--- src/design/servo_pwm_ascii_command_core_macros.svh ---
// Assertion macros for the servo PWM ASCII command core.
// Used by the top level only; expects signals named clock and reset in scope.
`ifndef SERVO_PWM_ASCII_COMMAND_CORE_MACROS_SVH
`define SERVO_PWM_ASCII_COMMAND_CORE_MACROS_SVH

// check a property outside reset
`define SPAC_ASSERT(lbl, prop, msg) \
   lbl: assert property (@(posedge clock) disable iff (reset) prop) else $error(msg);

// check a property at every edge, reset included
`define SPAC_ASSERT_ALWAYS(lbl, prop, msg) \
   lbl: assert property (@(posedge clock) prop) else $error(msg);

`endif

--- src/design/spac_pkg.sv ---
// Shared constants, types and command/status structs of the servo PWM command core.
// No dependencies; imported by the controller, datapath and top level.
`timescale 1ns / 1ps
`default_nettype none

package spac_pkg;

   localparam int LINE_BUFFER = 8;
   localparam int STORE_DEPTH = LINE_BUFFER - 1;
   localparam int LEN_W       = $clog2(LINE_BUFFER);
   localparam int IDX_W       = (STORE_DEPTH > 1) ? $clog2(STORE_DEPTH) : 1;

   localparam int CFG_W = 16;
   localparam int MAG_W = 10;

   localparam logic [CFG_W-1:0] PERIOD_TOP_RESET    = 16'd39999;
   localparam logic [CFG_W-1:0] PULSE_BASE_RESET    = 16'd2000;
   localparam logic [CFG_W-1:0] PULSE_SPAN_RESET    = 16'd2000;
   localparam logic [CFG_W-1:0] PULSE_COMPARE_RESET = 16'd3000;

   // ceil(2^32 / 180): exact quotient for every angle * span product
   localparam int          RECIP_SHIFT = 32;
   localparam logic [24:0] ANGLE_RECIP = 25'd23860930;
   localparam logic [MAG_W-1:0] ANGLE_MAX     = 10'd180;
   localparam logic [MAG_W-1:0] MAG_LIMIT     = 10'd999;

   localparam logic [7:0] CHAR_CR    = 8'h0D;
   localparam logic [7:0] CHAR_LF    = 8'h0A;
   localparam logic [7:0] CHAR_SPACE = 8'h20;
   localparam logic [7:0] CHAR_TAB   = 8'h09;
   localparam logic [7:0] CHAR_VT    = 8'h0B;
   localparam logic [7:0] CHAR_FF    = 8'h0C;
   localparam logic [7:0] CHAR_PLUS  = 8'h2B;
   localparam logic [7:0] CHAR_MINUS = 8'h2D;
   localparam logic [7:0] CHAR_ZERO  = 8'h30;
   localparam logic [7:0] CHAR_NINE  = 8'h39;

   localparam logic [1:0] CSR_PERIOD_TOP = 2'd0;
   localparam logic [1:0] CSR_PULSE_BASE = 2'd1;
   localparam logic [1:0] CSR_PULSE_SPAN = 2'd2;

   localparam logic OP_BYTE = 1'b0;
   localparam logic OP_TICK = 1'b1;

   localparam int RSP_DATA_W = 32;

   typedef enum logic [2:0] {
      OUT_NONE,
      OUT_ECHO_RX,
      OUT_STORE,
      OUT_CR,
      OUT_LF
   } out_sel_type;

   typedef struct packed {
      logic        capture;
      logic        tick;
      logic        store_byte;
      logic        parse_clear;
      logic        parse_step;
      logic        mult;
      logic        div_step;
      logic        update;
      logic        idx_clear;
      logic        idx_inc;
      logic        load_out;
      out_sel_type out_sel;
      logic        out_last;
      logic        clear_len;
   } cmd_type;

   typedef struct packed {
      logic op;
      logic is_eol;
      logic line_empty;
      logic line_full;
      logic idx_at_end;
      logic parse_error;
      logic out_free;
   } status_type;

endpackage

`default_nettype wire

--- src/design/spac_datapath.sv ---
// Datapath of the servo PWM command core: registers, PWM counter, line store,
// parser, multiplier, reciprocal divide by 180 and output beat register. Uses spac_pkg.
`timescale 1ns / 1ps
`default_nettype none

module spac_datapath
   import spac_pkg::*;
(
   input  wire logic                  clock,
   input  wire logic                  reset,
   input  wire logic                  csr_we,
   input  wire logic [1:0]            csr_index,
   input  wire logic [CFG_W-1:0]      csr_wdata,
   input  wire logic                  req_tuser,
   input  wire logic [7:0]            req_tdata,
   input  wire logic                  rsp_tready,
   output logic                       rsp_tvalid,
   output logic [RSP_DATA_W-1:0]      rsp_tdata,
   output logic                       rsp_tuser,
   output logic                       rsp_tlast,
   input  wire cmd_type               cmd,
   output status_type                 status
);

   typedef enum logic [1:0] {
      PH_SPACE,
      PH_DIGIT,
      PH_STOP
   } phase_type;

   logic [CFG_W-1:0] period_top_ff, pulse_base_ff, pulse_span_ff;
   logic [CFG_W-1:0] count_ff, count_in;
   logic             pin_ff, pin_in;
   logic [CFG_W-1:0] compare_ff;
   logic [LEN_W-1:0] len_ff, idx_ff;
   logic [7:0]       store_ff [STORE_DEPTH];
   logic             op_ff;
   logic [7:0]       rx_ff;

   phase_type        phase_ff, phase_in;
   logic [MAG_W-1:0] mag_ff, mag_in;
   logic             neg_ff, neg_in;
   logic             err_ff;

   logic [23:0]      prod_ff;
   logic [15:0]      quot_ff;

   logic             rsp_valid_ff;
   logic             out_pin_ff, out_txv_ff, out_err_ff, out_last_ff;
   logic [7:0]       out_byte_ff;
   logic [CFG_W-1:0] out_pulse_ff;

   logic [7:0]       cur_byte;
   logic             is_space, is_digit, is_sign;
   logic [13:0]      acc;
   logic [23:0]      product;
   logic [48:0]      scaled;
   logic [16:0]      sum;
   logic [7:0]       sel_byte;

   // csr writes
   always_ff @(posedge clock) begin
      if (reset) begin
         period_top_ff <= PERIOD_TOP_RESET;
         pulse_base_ff <= PULSE_BASE_RESET;
         pulse_span_ff <= PULSE_SPAN_RESET;
      end else if (csr_we) begin
         unique case (csr_index)
            CSR_PERIOD_TOP: period_top_ff <= csr_wdata;
            CSR_PULSE_BASE: pulse_base_ff <= csr_wdata;
            CSR_PULSE_SPAN: pulse_span_ff <= csr_wdata;
            default: ;
         endcase
      end
   end

   // pwm tick
   always_comb begin
      count_in = count_ff;
      pin_in   = pin_ff;
      if (count_ff >= period_top_ff) begin
         count_in = '0;
         pin_in   = 1'b1;
      end else begin
         count_in = count_ff + 1'b1;
      end
      if (count_in == compare_ff) pin_in = 1'b0;
   end

   // parser step
   assign cur_byte = store_ff[idx_ff[IDX_W-1:0]];
   assign is_space = (cur_byte == CHAR_SPACE) || (cur_byte == CHAR_TAB) ||
                     (cur_byte == CHAR_VT) || (cur_byte == CHAR_FF);
   assign is_digit = (cur_byte >= CHAR_ZERO) && (cur_byte <= CHAR_NINE);
   assign is_sign  = (cur_byte == CHAR_PLUS) || (cur_byte == CHAR_MINUS);
   assign acc = {1'b0, mag_ff, 3'b000} + {3'b000, mag_ff, 1'b0} + {10'd0, cur_byte[3:0]};

   always_comb begin
      phase_in = phase_ff;
      mag_in   = mag_ff;
      neg_in   = neg_ff;
      case (phase_ff)
         PH_SPACE: begin
            if (is_space) begin
               phase_in = PH_SPACE;
            end else if (is_sign) begin
               neg_in   = (cur_byte == CHAR_MINUS);
               phase_in = PH_DIGIT;
            end else if (is_digit) begin
               mag_in   = {6'd0, cur_byte[3:0]};
               phase_in = PH_DIGIT;
            end else begin
               phase_in = PH_STOP;
            end
         end
         PH_DIGIT: begin
            if (is_digit) begin
               mag_in = (acc > {4'd0, MAG_LIMIT}) ? MAG_LIMIT : acc[MAG_W-1:0];
            end else begin
               phase_in = PH_STOP;
            end
         end
         default: ;
      endcase
   end

   // angle times span, then divide by 180 through the reciprocal
   assign product = mag_ff[7:0] * pulse_span_ff;
   assign scaled  = prod_ff * ANGLE_RECIP;

   assign sum = {1'b0, pulse_base_ff} + {1'b0, quot_ff};

   always_ff @(posedge clock) begin
      if (reset) begin
         count_ff   <= '0;
         pin_ff     <= 1'b0;
         compare_ff <= PULSE_COMPARE_RESET;
         len_ff     <= '0;
      end else begin
         if (cmd.tick) begin
            count_ff <= count_in;
            pin_ff   <= pin_in;
         end
         if (cmd.update) compare_ff <= sum[16] ? '1 : sum[15:0];
         if (cmd.store_byte) len_ff <= len_ff + 1'b1;
         else if (cmd.clear_len) len_ff <= '0;
      end
   end

   always_ff @(posedge clock) begin
      if (cmd.capture) begin
         op_ff <= req_tuser;
         rx_ff <= req_tdata;
      end
      if (cmd.store_byte) store_ff[len_ff[IDX_W-1:0]] <= rx_ff;
      if (cmd.idx_clear) idx_ff <= '0;
      else if (cmd.idx_inc) idx_ff <= idx_ff + 1'b1;
      if (cmd.parse_clear) begin
         phase_ff <= PH_SPACE;
         mag_ff   <= '0;
         neg_ff   <= 1'b0;
      end else if (cmd.parse_step) begin
         phase_ff <= phase_in;
         mag_ff   <= mag_in;
         neg_ff   <= neg_in;
      end
      if (cmd.mult) begin
         err_ff  <= status.parse_error;
         prod_ff <= product;
      end
      if (cmd.div_step) quot_ff <= scaled[RECIP_SHIFT +: CFG_W];
   end

   // output beat
   always_comb begin
      case (cmd.out_sel)
         OUT_ECHO_RX: sel_byte = rx_ff;
         OUT_STORE:   sel_byte = cur_byte;
         OUT_CR:      sel_byte = CHAR_CR;
         OUT_LF:      sel_byte = CHAR_LF;
         default:     sel_byte = 8'd0;
      endcase
   end

   always_ff @(posedge clock) begin
      if (reset) begin
         rsp_valid_ff <= 1'b0;
      end else if (cmd.load_out) begin
         rsp_valid_ff <= 1'b1;
      end else if (rsp_tready) begin
         rsp_valid_ff <= 1'b0;
      end
   end

   always_ff @(posedge clock) begin
      if (cmd.load_out) begin
         out_pin_ff   <= pin_ff;
         out_txv_ff   <= (cmd.out_sel != OUT_NONE);
         out_byte_ff  <= sel_byte;
         out_err_ff   <= err_ff && ((cmd.out_sel == OUT_STORE) || (cmd.out_sel == OUT_CR) ||
                                    (cmd.out_sel == OUT_LF));
         out_pulse_ff <= compare_ff;
         out_last_ff  <= cmd.out_last;
      end
   end

   assign rsp_tvalid = rsp_valid_ff;
   assign rsp_tdata  = {6'd0, out_pulse_ff, out_err_ff, out_byte_ff, out_pin_ff};
   assign rsp_tuser  = out_txv_ff;
   assign rsp_tlast  = out_last_ff;

   assign status.op          = op_ff;
   assign status.is_eol      = (rx_ff == CHAR_CR) || (rx_ff == CHAR_LF);
   assign status.line_empty  = (len_ff == '0);
   assign status.line_full   = (len_ff == LEN_W'(STORE_DEPTH));
   assign status.idx_at_end  = (idx_ff == len_ff - 1'b1);
   assign status.parse_error = (neg_ff && (mag_ff != '0)) || (mag_ff > ANGLE_MAX);
   assign status.out_free    = !rsp_valid_ff || rsp_tready;

endmodule

`default_nettype wire

--- src/design/spac_ctrl.sv ---
// Controller state machine of the servo PWM command core.
// Sequences decode, parse, multiply, divide, update and echo; uses spac_pkg.
`timescale 1ns / 1ps
`default_nettype none

module spac_ctrl
   import spac_pkg::*;
(
   input  wire logic       clock,
   input  wire logic       reset,
   input  wire logic       req_tvalid,
   output logic            req_tready,
   input  wire status_type status,
   output cmd_type         cmd
);

   typedef enum logic [10:0] {
      ST_IDLE      = 11'b000_0000_0001,
      ST_DECODE    = 11'b000_0000_0010,
      ST_EMIT_NONE = 11'b000_0000_0100,
      ST_EMIT_ECHO = 11'b000_0000_1000,
      ST_PARSE     = 11'b000_0001_0000,
      ST_MULT      = 11'b000_0010_0000,
      ST_DIV       = 11'b000_0100_0000,
      ST_UPDATE    = 11'b000_1000_0000,
      ST_ECHO      = 11'b001_0000_0000,
      ST_ECHO_CR   = 11'b010_0000_0000,
      ST_ECHO_LF   = 11'b100_0000_0000
   } state_type;

   state_type state_ff, state_in;

   always_comb begin
      state_in = state_ff;
      cmd      = '0;
      cmd.out_sel = OUT_NONE;
      unique case (state_ff)
         ST_IDLE: begin
            cmd.capture = req_tvalid;
            if (req_tvalid) state_in = ST_DECODE;
         end
         ST_DECODE: begin
            if (status.op == OP_TICK) begin
               cmd.tick = 1'b1;
               state_in = ST_EMIT_NONE;
            end else if (status.is_eol) begin
               if (status.line_empty) begin
                  state_in = ST_EMIT_NONE;
               end else begin
                  cmd.parse_clear = 1'b1;
                  cmd.idx_clear   = 1'b1;
                  state_in        = ST_PARSE;
               end
            end else if (status.line_full) begin
               state_in = ST_EMIT_NONE;
            end else begin
               cmd.store_byte = 1'b1;
               state_in       = ST_EMIT_ECHO;
            end
         end
         ST_EMIT_NONE: begin
            cmd.out_sel  = OUT_NONE;
            cmd.out_last = 1'b1;
            if (status.out_free) begin
               cmd.load_out = 1'b1;
               state_in     = ST_IDLE;
            end
         end
         ST_EMIT_ECHO: begin
            cmd.out_sel  = OUT_ECHO_RX;
            cmd.out_last = 1'b1;
            if (status.out_free) begin
               cmd.load_out = 1'b1;
               state_in     = ST_IDLE;
            end
         end
         ST_PARSE: begin
            cmd.parse_step = 1'b1;
            cmd.idx_inc    = 1'b1;
            if (status.idx_at_end) state_in = ST_MULT;
         end
         ST_MULT: begin
            cmd.mult      = 1'b1;
            cmd.idx_clear = 1'b1;
            state_in      = status.parse_error ? ST_ECHO : ST_DIV;
         end
         ST_DIV: begin
            cmd.div_step = 1'b1;
            state_in     = ST_UPDATE;
         end
         ST_UPDATE: begin
            cmd.update = 1'b1;
            state_in   = ST_ECHO;
         end
         ST_ECHO: begin
            cmd.out_sel = OUT_STORE;
            if (status.out_free) begin
               cmd.load_out = 1'b1;
               cmd.idx_inc  = 1'b1;
               if (status.idx_at_end) state_in = ST_ECHO_CR;
            end
         end
         ST_ECHO_CR: begin
            cmd.out_sel = OUT_CR;
            if (status.out_free) begin
               cmd.load_out = 1'b1;
               state_in     = ST_ECHO_LF;
            end
         end
         ST_ECHO_LF: begin
            cmd.out_sel  = OUT_LF;
            cmd.out_last = 1'b1;
            if (status.out_free) begin
               cmd.load_out  = 1'b1;
               cmd.clear_len = 1'b1;
               state_in      = ST_IDLE;
            end
         end
         default: state_in = ST_IDLE;
      endcase
   end

   always_ff @(posedge clock) begin
      if (reset) state_ff <= ST_IDLE;
      else       state_ff <= state_in;
   end

   assign req_tready = (state_ff == ST_IDLE);

endmodule

`default_nettype wire

--- src/design/servo_pwm_ascii_command_core.sv ---
// Servo PWM ASCII command core: one beat in is a timer tick (tuser high) or a
// received serial byte; each beat returns one or more result beats on the rsp side.
// A tick or a plain byte passes through the decode state and is loaded into the output
// register in an emit state; the next beat is accepted only after that load. A CR or LF
// that ends a stored line of L bytes is decoded, parsed byte by byte, multiplied,
// divided by 180 through a reciprocal multiply and used to update the compare value,
// then L + 2 echo beats follow; a line out of range skips the divide and update. A
// stall on rsp_tready holds back each output load. Configuration writes are taken in any
// cycle but belong in idle time.
`timescale 1ns / 1ps
`default_nettype none

`include "servo_pwm_ascii_command_core_macros.svh"

module servo_pwm_ascii_command_core
   import spac_pkg::*;
(
   input  wire logic                  clock,
   input  wire logic                  reset,
   input  wire logic                  csr_we,
   input  wire logic [1:0]            csr_index,
   input  wire logic [CFG_W-1:0]      csr_wdata,
   input  wire logic                  req_tvalid,
   output logic                       req_tready,
   input  wire logic [7:0]            req_tdata,  // rx_byte[7:0]
   input  wire logic                  req_tuser,  // op
   output logic                       rsp_tvalid,
   input  wire logic                  rsp_tready,
   output logic [RSP_DATA_W-1:0]      rsp_tdata,  // pin_level, tx_byte, range_error, pulse_ticks
   output logic                       rsp_tuser,  // tx_valid
   output logic                       rsp_tlast
);

   cmd_type    cmd;
   status_type status;

   spac_ctrl u_ctrl (
      .clock      (clock),
      .reset      (reset),
      .req_tvalid (req_tvalid),
      .req_tready (req_tready),
      .status     (status),
      .cmd        (cmd)
   );

   spac_datapath u_datapath (
      .clock      (clock),
      .reset      (reset),
      .csr_we     (csr_we),
      .csr_index  (csr_index),
      .csr_wdata  (csr_wdata),
      .req_tuser  (req_tuser),
      .req_tdata  (req_tdata),
      .rsp_tready (rsp_tready),
      .rsp_tvalid (rsp_tvalid),
      .rsp_tdata  (rsp_tdata),
      .rsp_tuser  (rsp_tuser),
      .rsp_tlast  (rsp_tlast),
      .cmd        (cmd),
      .status     (status)
   );

   `SPAC_ASSERT(a_busy_after_accept, req_tvalid && req_tready |=> !req_tready, "accepted while busy")
   `SPAC_ASSERT(a_silent_beat_clean, rsp_tvalid && !rsp_tuser |-> rsp_tdata[9:1] == 9'd0 && rsp_tlast, "non-echo beat carries data")
   `SPAC_ASSERT(a_load_needs_slot, cmd.load_out |-> status.out_free, "output beat overwritten")
   `SPAC_ASSERT_ALWAYS(a_reset_clears_rsp, reset |=> !rsp_tvalid, "result valid after reset")

endmodule

`default_nettype wire

--- config.mk ---
export PLATFORM = sky130hd
export DESIGN_NAME = servo_pwm_ascii_command_core
export DESIGN_NICKNAME = d
export VERILOG_FILES = /design/src/design/spac_pkg.sv /design/src/design/spac_datapath.sv /design/src/design/spac_ctrl.sv /design/src/design/servo_pwm_ascii_command_core.sv
export VERILOG_INCLUDE_DIRS = /design/src /design/src/design
export SDC_FILE = /design/constraint.sdc
export NUM_CORES = 1
export LEC_CHECK = 0
export BUFFER_PORTS_ARGS = -buffer_cell sky130_fd_sc_hd__buf_4
export CORE_ASPECT_RATIO = 0.75
export CORE_MARGIN = 4
export CORE_UTILIZATION = 55
export DETAILED_ROUTE_END_ITERATION = 6
export PLACE_DENSITY = 0.68
export SYNTH_ARGS = -nofsm -noshare
export SYNTH_HDL_FRONTEND = slang
export SYNTH_SLANG_ARGS = --single-unit
export TNS_END_PERCENT = 1
--- constraint.sdc ---
create_clock -name clock -period 7.9 [get_ports clock]
set_input_delay 1.185 -clock clock [delete_from_list [all_inputs] [get_ports clock]]
set_output_delay 1.185 -clock clock [all_outputs]
set_load 0.005 [all_outputs]
---- After elaboration in Yosys (flattened, before gate mapping) ----
Memory sizes are Yosys's and may differ from the RTL's. A register that Yosys moved wholly into a read port is not among the register bits.
Index checks and enable logic that the tools add are counted.
operators by class
  add/subtract/negate cells ............... 7
  multiply operators ...................... 2
  divide/modulo/power cells ............... 0
  order comparisons ....................... 5
  equality and inequality tests ........... 40
  shift operators ......................... 0
  muxes and demuxes ....................... 56
  bitwise logic cells ..................... 1
  reduce and logical (&&, ||, !) cells .... 31
operators with widths
  cell                                                   number
  case mux 11 bit (9 select lines)                       1
  2-to-1 mux 11 bit                                      7
  2-to-1 mux 10 bit                                      5
  multiplier 24 x 24 -> 47 bit (second input constant)   1
  == test 8 x 4 -> 1 bit (second input constant)         5
  2-to-1 mux 16 bit                                      2
  case mux 8 bit (4 select lines)                        1
  == test 8 x 6 -> 1 bit (second input constant)         3
  multiplier 8 x 16 -> 24 bit                            1
  2-to-1 mux 1 bit                                       20
  case mux 10 bit (2 select lines)                       1
  case mux 4 bit (5 select lines)                        1
  adder 16 x 16 -> 17 bit                                1
  adder 16 x 1 -> 16 bit (second input constant)         1
  == test 16 bit                                         1
  greater-or-equal comparator 16 bit                     1
  inequality test 2 bit (second input constant)          8
  2-to-1 mux 3 bit                                       5
  adder 13 x 11 -> 14 bit                                1
  adder 14 x 4 -> 14 bit                                 1
  > comparator 14 x 10 -> 1 bit (second input constant)  1
  2-to-1 mux 2 bit                                       6
  AND reduction 6 bit                                    2
  == test 11 x 1 -> 1 bit (second input constant)        1
  other kinds (40)                                       65
word-level totals
  register bits ........................... 190
  bits in latches ......................... 0
  memory bits (writable) .................. 56
  bits in read-only memories .............. 0
  output and inout port bits .............. 36
  logic and storage cells ................. 167
  memories ................................ 1
memories
  memory               depth  bits a word  read ports  clocked after Yosys merged registers in  write ports  line                 text
  u_datapath.store_ff  7      8            1           1                                        1            spac_datapath.sv:36  logic [7:0] store_ff [STORE_DEPTH];

---- Longest topological paths before layout ----
  depth in word-level cells ............... 8
  gate-level depth with buffers ........... 24
  depth with buffers taken out ............ 24

---- Cells and area by module ----
Synthesis repeated with hierarchy kept, for this count alone.
unflattened totals
  cells, all modules ...................... 2469
  area total of the unflattened synthesis .. 24414.7 um^2
modules (own cells, without submodules)
  module         times used  cells an instance  area an instance (um^2)
  spac_datapath  1           2362               23536.3
  spac_ctrl      1           107                878.3

---- Worst setup path after synthesis ----
OpenSTA, ideal clock, no wires.
  path kind ............................... register to register
  from .................................... reg u_datapath.prod_ff[1]
  to ...................................... reg u_datapath.quot_ff[15], data pin
  data arrival time ....................... 6380 ps
  data required time ...................... 7640 ps
  path slack .............................. 1260 ps
  stages on the path, launching flop included .. 24
  buffers on the path ..................... 0
  clock period less this slack ............ 6640 ps
  cells stage by stage .................... edfxtp_1 -> ha_1 -> xor2_1 -> ha_1 -> or2_2 -> fa_1 -> inv_1 -> fa_1 -> inv_1 -> fa_1 -> fa_1 -> inv_1 -> fa_1 -> inv_1 -> ha_1 -> nand4_1 -> o221ai_1 -> a21o_1 -> o31ai_1 -> a31oi_1 -> a311oi_1 -> o211ai_1 -> a31oi_1 -> xnor2_1
on the way
  longest elaborated chain between the ends .. 1
RTL lines
  item                          line                  text
  from (decl)                   spac_datapath.sv:45   logic [23:0] prod_ff;
  from (signal assigned)        spac_datapath.sv:169  prod_ff <= product;
  multiplier 24 x 24 -> 47 bit  spac_datapath.sv:129  assign scaled = prod_ff * ANGLE_RECIP;
  via u_datapath.scaled[47]     spac_datapath.sv:57   logic [48:0] scaled;
  to (signal assigned)          spac_datapath.sv:171  if (cmd.div_step) quot_ff <= scaled[RECIP_SHIFT +: CFG_W];
  to (decl)                     spac_datapath.sv:46   logic [15:0] quot_ff;
The timed path passes the listed nets, and every way through them passes these cells.
A chain may end at the register's enable or synchronous reset.

---- Worst setup path after layout ----
Ends and elaborated chain as after synthesis.

==> impl_results.md <==
- Outcome: finished, final reports clean
- Worst R2R End: u_datapath.quot_ff[15]
- Routed via count: 16743
- Synth Warn #: 0
- Drt total wl: 57.1 mm
- Worst r2r src: u_datapath.prod_ff[1]
- Avg WL per Cell: 18.9 microns
- Clock power frac: 45.1%
- Worst Tran Pin Value: 1.34 ns
- Postcts setup bufs: 0
- Cell Area, Synth: 23700 sq um
- Internal power: 2130 uW
- Fin crit share: 94.7%
- Synthesized area per cell: 9.89 sq um
- P&R area growth vs syn: 8.04%
- Post-DP HPWL: 46.0 mm
- Synthesized flop and latch total: 249
- Clock buffer depth: 3
- EDFF count, synth: 134
- Pwr Total: 2770 uW
- Maximum number of pins on one net before global-route repair: 97
- Final Hold Vio Count: 0
- Critical Path Fanout Max: 8
- CP Launch Type: flop
- Vias/cell: 5.54
- Combinational Power Share: 4.3%
- CTS tree: done
- Max-slew headroom: 9.72%
- DRC: 0
- Fraction of met3 tracks used by global routing: 4.89%
- Min cycle time layout: 7.48 ns
- CP endpoint kind: flop
- Clock-pin slew on the worst setup and hold paths: 0.07 ns
- Crit-path most repeated cell: fa_1
- Required time of the critical path: 8.18 ns
- Cts hold-fix bufs: 0
- Io pins: 68
- Worst R2R Setup Slack: 0.42 ns
- Num CTS Buffers: 26
- DIE HEIGHT: 188 microns
- Delay-heaviest family, CP: adder cells
- Post-synth ARST share: 0%
- R2R depth: 22
- Clk sink count: 249
- Initial antenna violation count: 0
- Worst Clk Skew: 0.0259 ns
- DR iter-0 viols: 1277
- Worst slack at placement: 0.0946 ns
- Critical path class: reg -> reg
- Initial Utilization: 56.0%
- WP data arrival: 7.76 ns
- RD Place Congestion: 0.984
- Switching power: 641 uW
- Core Area: 42300 sq um
- Crit-path cells: ha_1 -> xor2_1 -> ha_1 -> fa_1 -> inv_1 -> fa_1 -> inv_1 -> fa_1 -> fa_1 -> inv_1 -> fa_1 -> inv_1 -> ha_1 -> a21oi_1 -> o221ai_1 -> a21o_1 -> o31ai_1 -> a31oi_1 -> a311oi_2 -> o211ai_1 -> a31oi_1 -> xnor2_1
- Total GRT Usage: 24.9%
- Number of iterations in the first detailed-routing pass: 5
- Worst setup startpoint: u_datapath.prod_ff[1]
- Sequential element share of the synthesized area: 26.7%
- CTS resizes: 0
- Layout cells sized above 1: 7.02%
- Ant. Diodes: 0
- Crit path buffers/inverters: 4
- Peak supply drop: 0.153 mV
- Setup tns final: 0 ns
- Distinct cells, synth: 76
- HP Class: reg -> reg
- Max cap viols: 0
- First-pass GRT wire length: 91.9 mm
- Clk Latency, worst-skew pair: 0.55 ns
- Final WS setup: 0.415 ns
- PwrDens: 108 nW/um^2
- GR peak layer: met1
- GR Overflow Total: 0
- Vias in the first global route: 16925
- Root Driver: clkbuf_16
- Worst setup endpoint: u_datapath.quot_ff[15]
- GR Layer Usage met2: 36.0%
- Post-synth top flop: edfxtp_1
- Htree depth: 1
- WP depth: 22
- Syn Inst Count: 2394
- Die area: 46400 sq um
- RSZ-0062 raised after global routing: false
- Fmax: 0.134 GHz
- Max Slew Vio Count: 0
- CP max-delay cell: edfxtp_1
- Port Buffers: 61
- Setup-failing EPs final: 0
- Pleak: 0.0125 uW
- Cell Rows: 65
- Die Wd: 248 microns
- DRT antenna net count: 0
- Nets@finish: 3046
- Grt met1 use: 39.5%
- Switching Share: 23.1%
- Peak per-stage delay on the critical path: 0.55 ns
- Flop pwr share: 50.6%
==> cell families after synthesis <==
logic type	Yosys count	share of synthesized area (%)
AOI/OAI and AO/OA	322	8.40
xor gates and xnor gates	95	3.52
adders and majority gates	583	38.8
buffers and inverters	499	8.13
DFF	249	26.7
muxes	30	1.78
other	1	0.0158
and+or+nand+nor	615	12.6
==> metal layers <==
metal / up-vias / part of all wire (%)
li1: 7939 / -
met1: 8256 / 49
met2: 479 / 42
met3: 69 / 7.5
met4: 0 / 1.6
met5: - / 0
==> cell usage in the layout, fill, tap and decap left out, types with 6 or more instances in the layout <==
master,n
clkbuf_16,27
o31ai_1,6
clkinv_2,6
and2_1,70
mux2i_1,15
o21ai_0,69
fa_1,252
a211oi_1,15
nand2_1,233
a211o_1,10
a31oi_1,8
nand3b_1,29
nand4_1,13
nor3_1,28
a21oi_1,122
mux4_2,7
nand2b_1,9
nand3_1,21
ha_1,331
or2_2,18
o21a_1,11
edfxtp_1,134
nor2b_1,16
conb_1,6
dfxtp_1,115
a21o_1,31
xor2_1,42
and3_1,7
nor2_1,128
nor4_1,8
inv_1,425
xnor2_1,53
buf_4,78
==> per-stage QoR <==
stage,hold slack [ns],instances,cell area [sq um],util [%]
4_1_cts,0.460,3020,25600,60.4
2_1_floorplan,0.409,2399,23700,-
6_report,0.460,3020,25600,60.5
3_3_place_gp,0.447,2972,24700,58.4
3_5_place_dp,0.450,2972,24700,58.4
5_1_grt,0.472,3020,25600,60.5
==> worst min-delay path, cell delays in order (launching register included) <==
cell,delay (ns)
dfxtp_1,0.31
nand2_1,0.05
a21oi_1,0.05
==> flip-flops by register name, summed over array words and instances, names as in the netlist, 3 cells and up, named ones only <==
signal,flops
u_ctrl.state_ff,11
u_datapath.compare_ff,16
u_datapath.count_ff,16
u_datapath.idx_ff,3
u_datapath.len_ff,3
u_datapath.mag_ff,10
u_datapath.out_byte_ff,8
u_datapath.out_pulse_ff,16
u_datapath.period_top_ff,16
u_datapath.prod_ff,24
u_datapath.pulse_base_ff,16
u_datapath.pulse_span_ff,16
u_datapath.quot_ff,16
u_datapath.rx_ff,8
u_datapath.store_ff,56
==> power groups by stage <==
stage	Sequential [uW]	Clock [uW]	Combinational [uW]
after global placement	1430	0	115
after global routing	1410	1320	132
after CTS	1400	1270	119
after detailed placement	1430	0	118
final	1400	1250	120
after floorplan	1420	0	85.0
==> area by class of cell <==
class / count / area (sq um)
clock buffers: 30 / 697
multi-input cells: 1651 / 15500
fillers: 3585 / 16700
clock inverters: 18 / 168
well taps: 569 / 712
repair buffers: 78 / 586
flip-flops and latches: 249 / 6330
inverters: 425 / 1600
==> cells in the mapped netlist, drive strengths merged, types with 8 or more instances <==
library cell	instances	area (sq um)
edfxtp	134	4020
inv	425	1600
buf	19	118
a211oi	15	113
a21o	31	233
nand2	233	875
o21a	11	82.6
nor4	8	50.1
fa	252	5040
clkbuf	55	210
a31oi	8	50.1
and2	70	438
nand3b	29	218
nand2b	9	56.3
nor3	32	170
nor3b	8	60.1
xor2	42	368
o21ai	69	345
mux4	8	184
or2	20	125
nor2b	16	100
a211o	10	87.6
nand4	13	81.3
dfxtp	115	2300
ha	331	4140
mux2i	15	150
xnor2	53	464
nand3	21	105
a21oi	122	611
nor2	129	484
==> worst min-delay path by stage <==
stage	start	endpoint	slack, ns	depth (start not counted)
final	u_datapath.pulse_base_ff[0]	u_datapath.pulse_base_ff[0]	0.46	2
after floorplan	u_datapath.pin_ff	u_datapath.out_pin_ff	0.41	0
after detailed placement	u_datapath.pin_ff	u_datapath.out_pin_ff	0.45	0
after CTS	u_datapath.pulse_base_ff[2]	u_datapath.pulse_base_ff[2]	0.46	2
after global routing	u_datapath.pin_ff	u_datapath.out_pin_ff	0.47	0
after global placement	u_datapath.pin_ff	u_datapath.out_pin_ff	0.45	0
No activity file was read; power rests on OpenSTA's default activity.
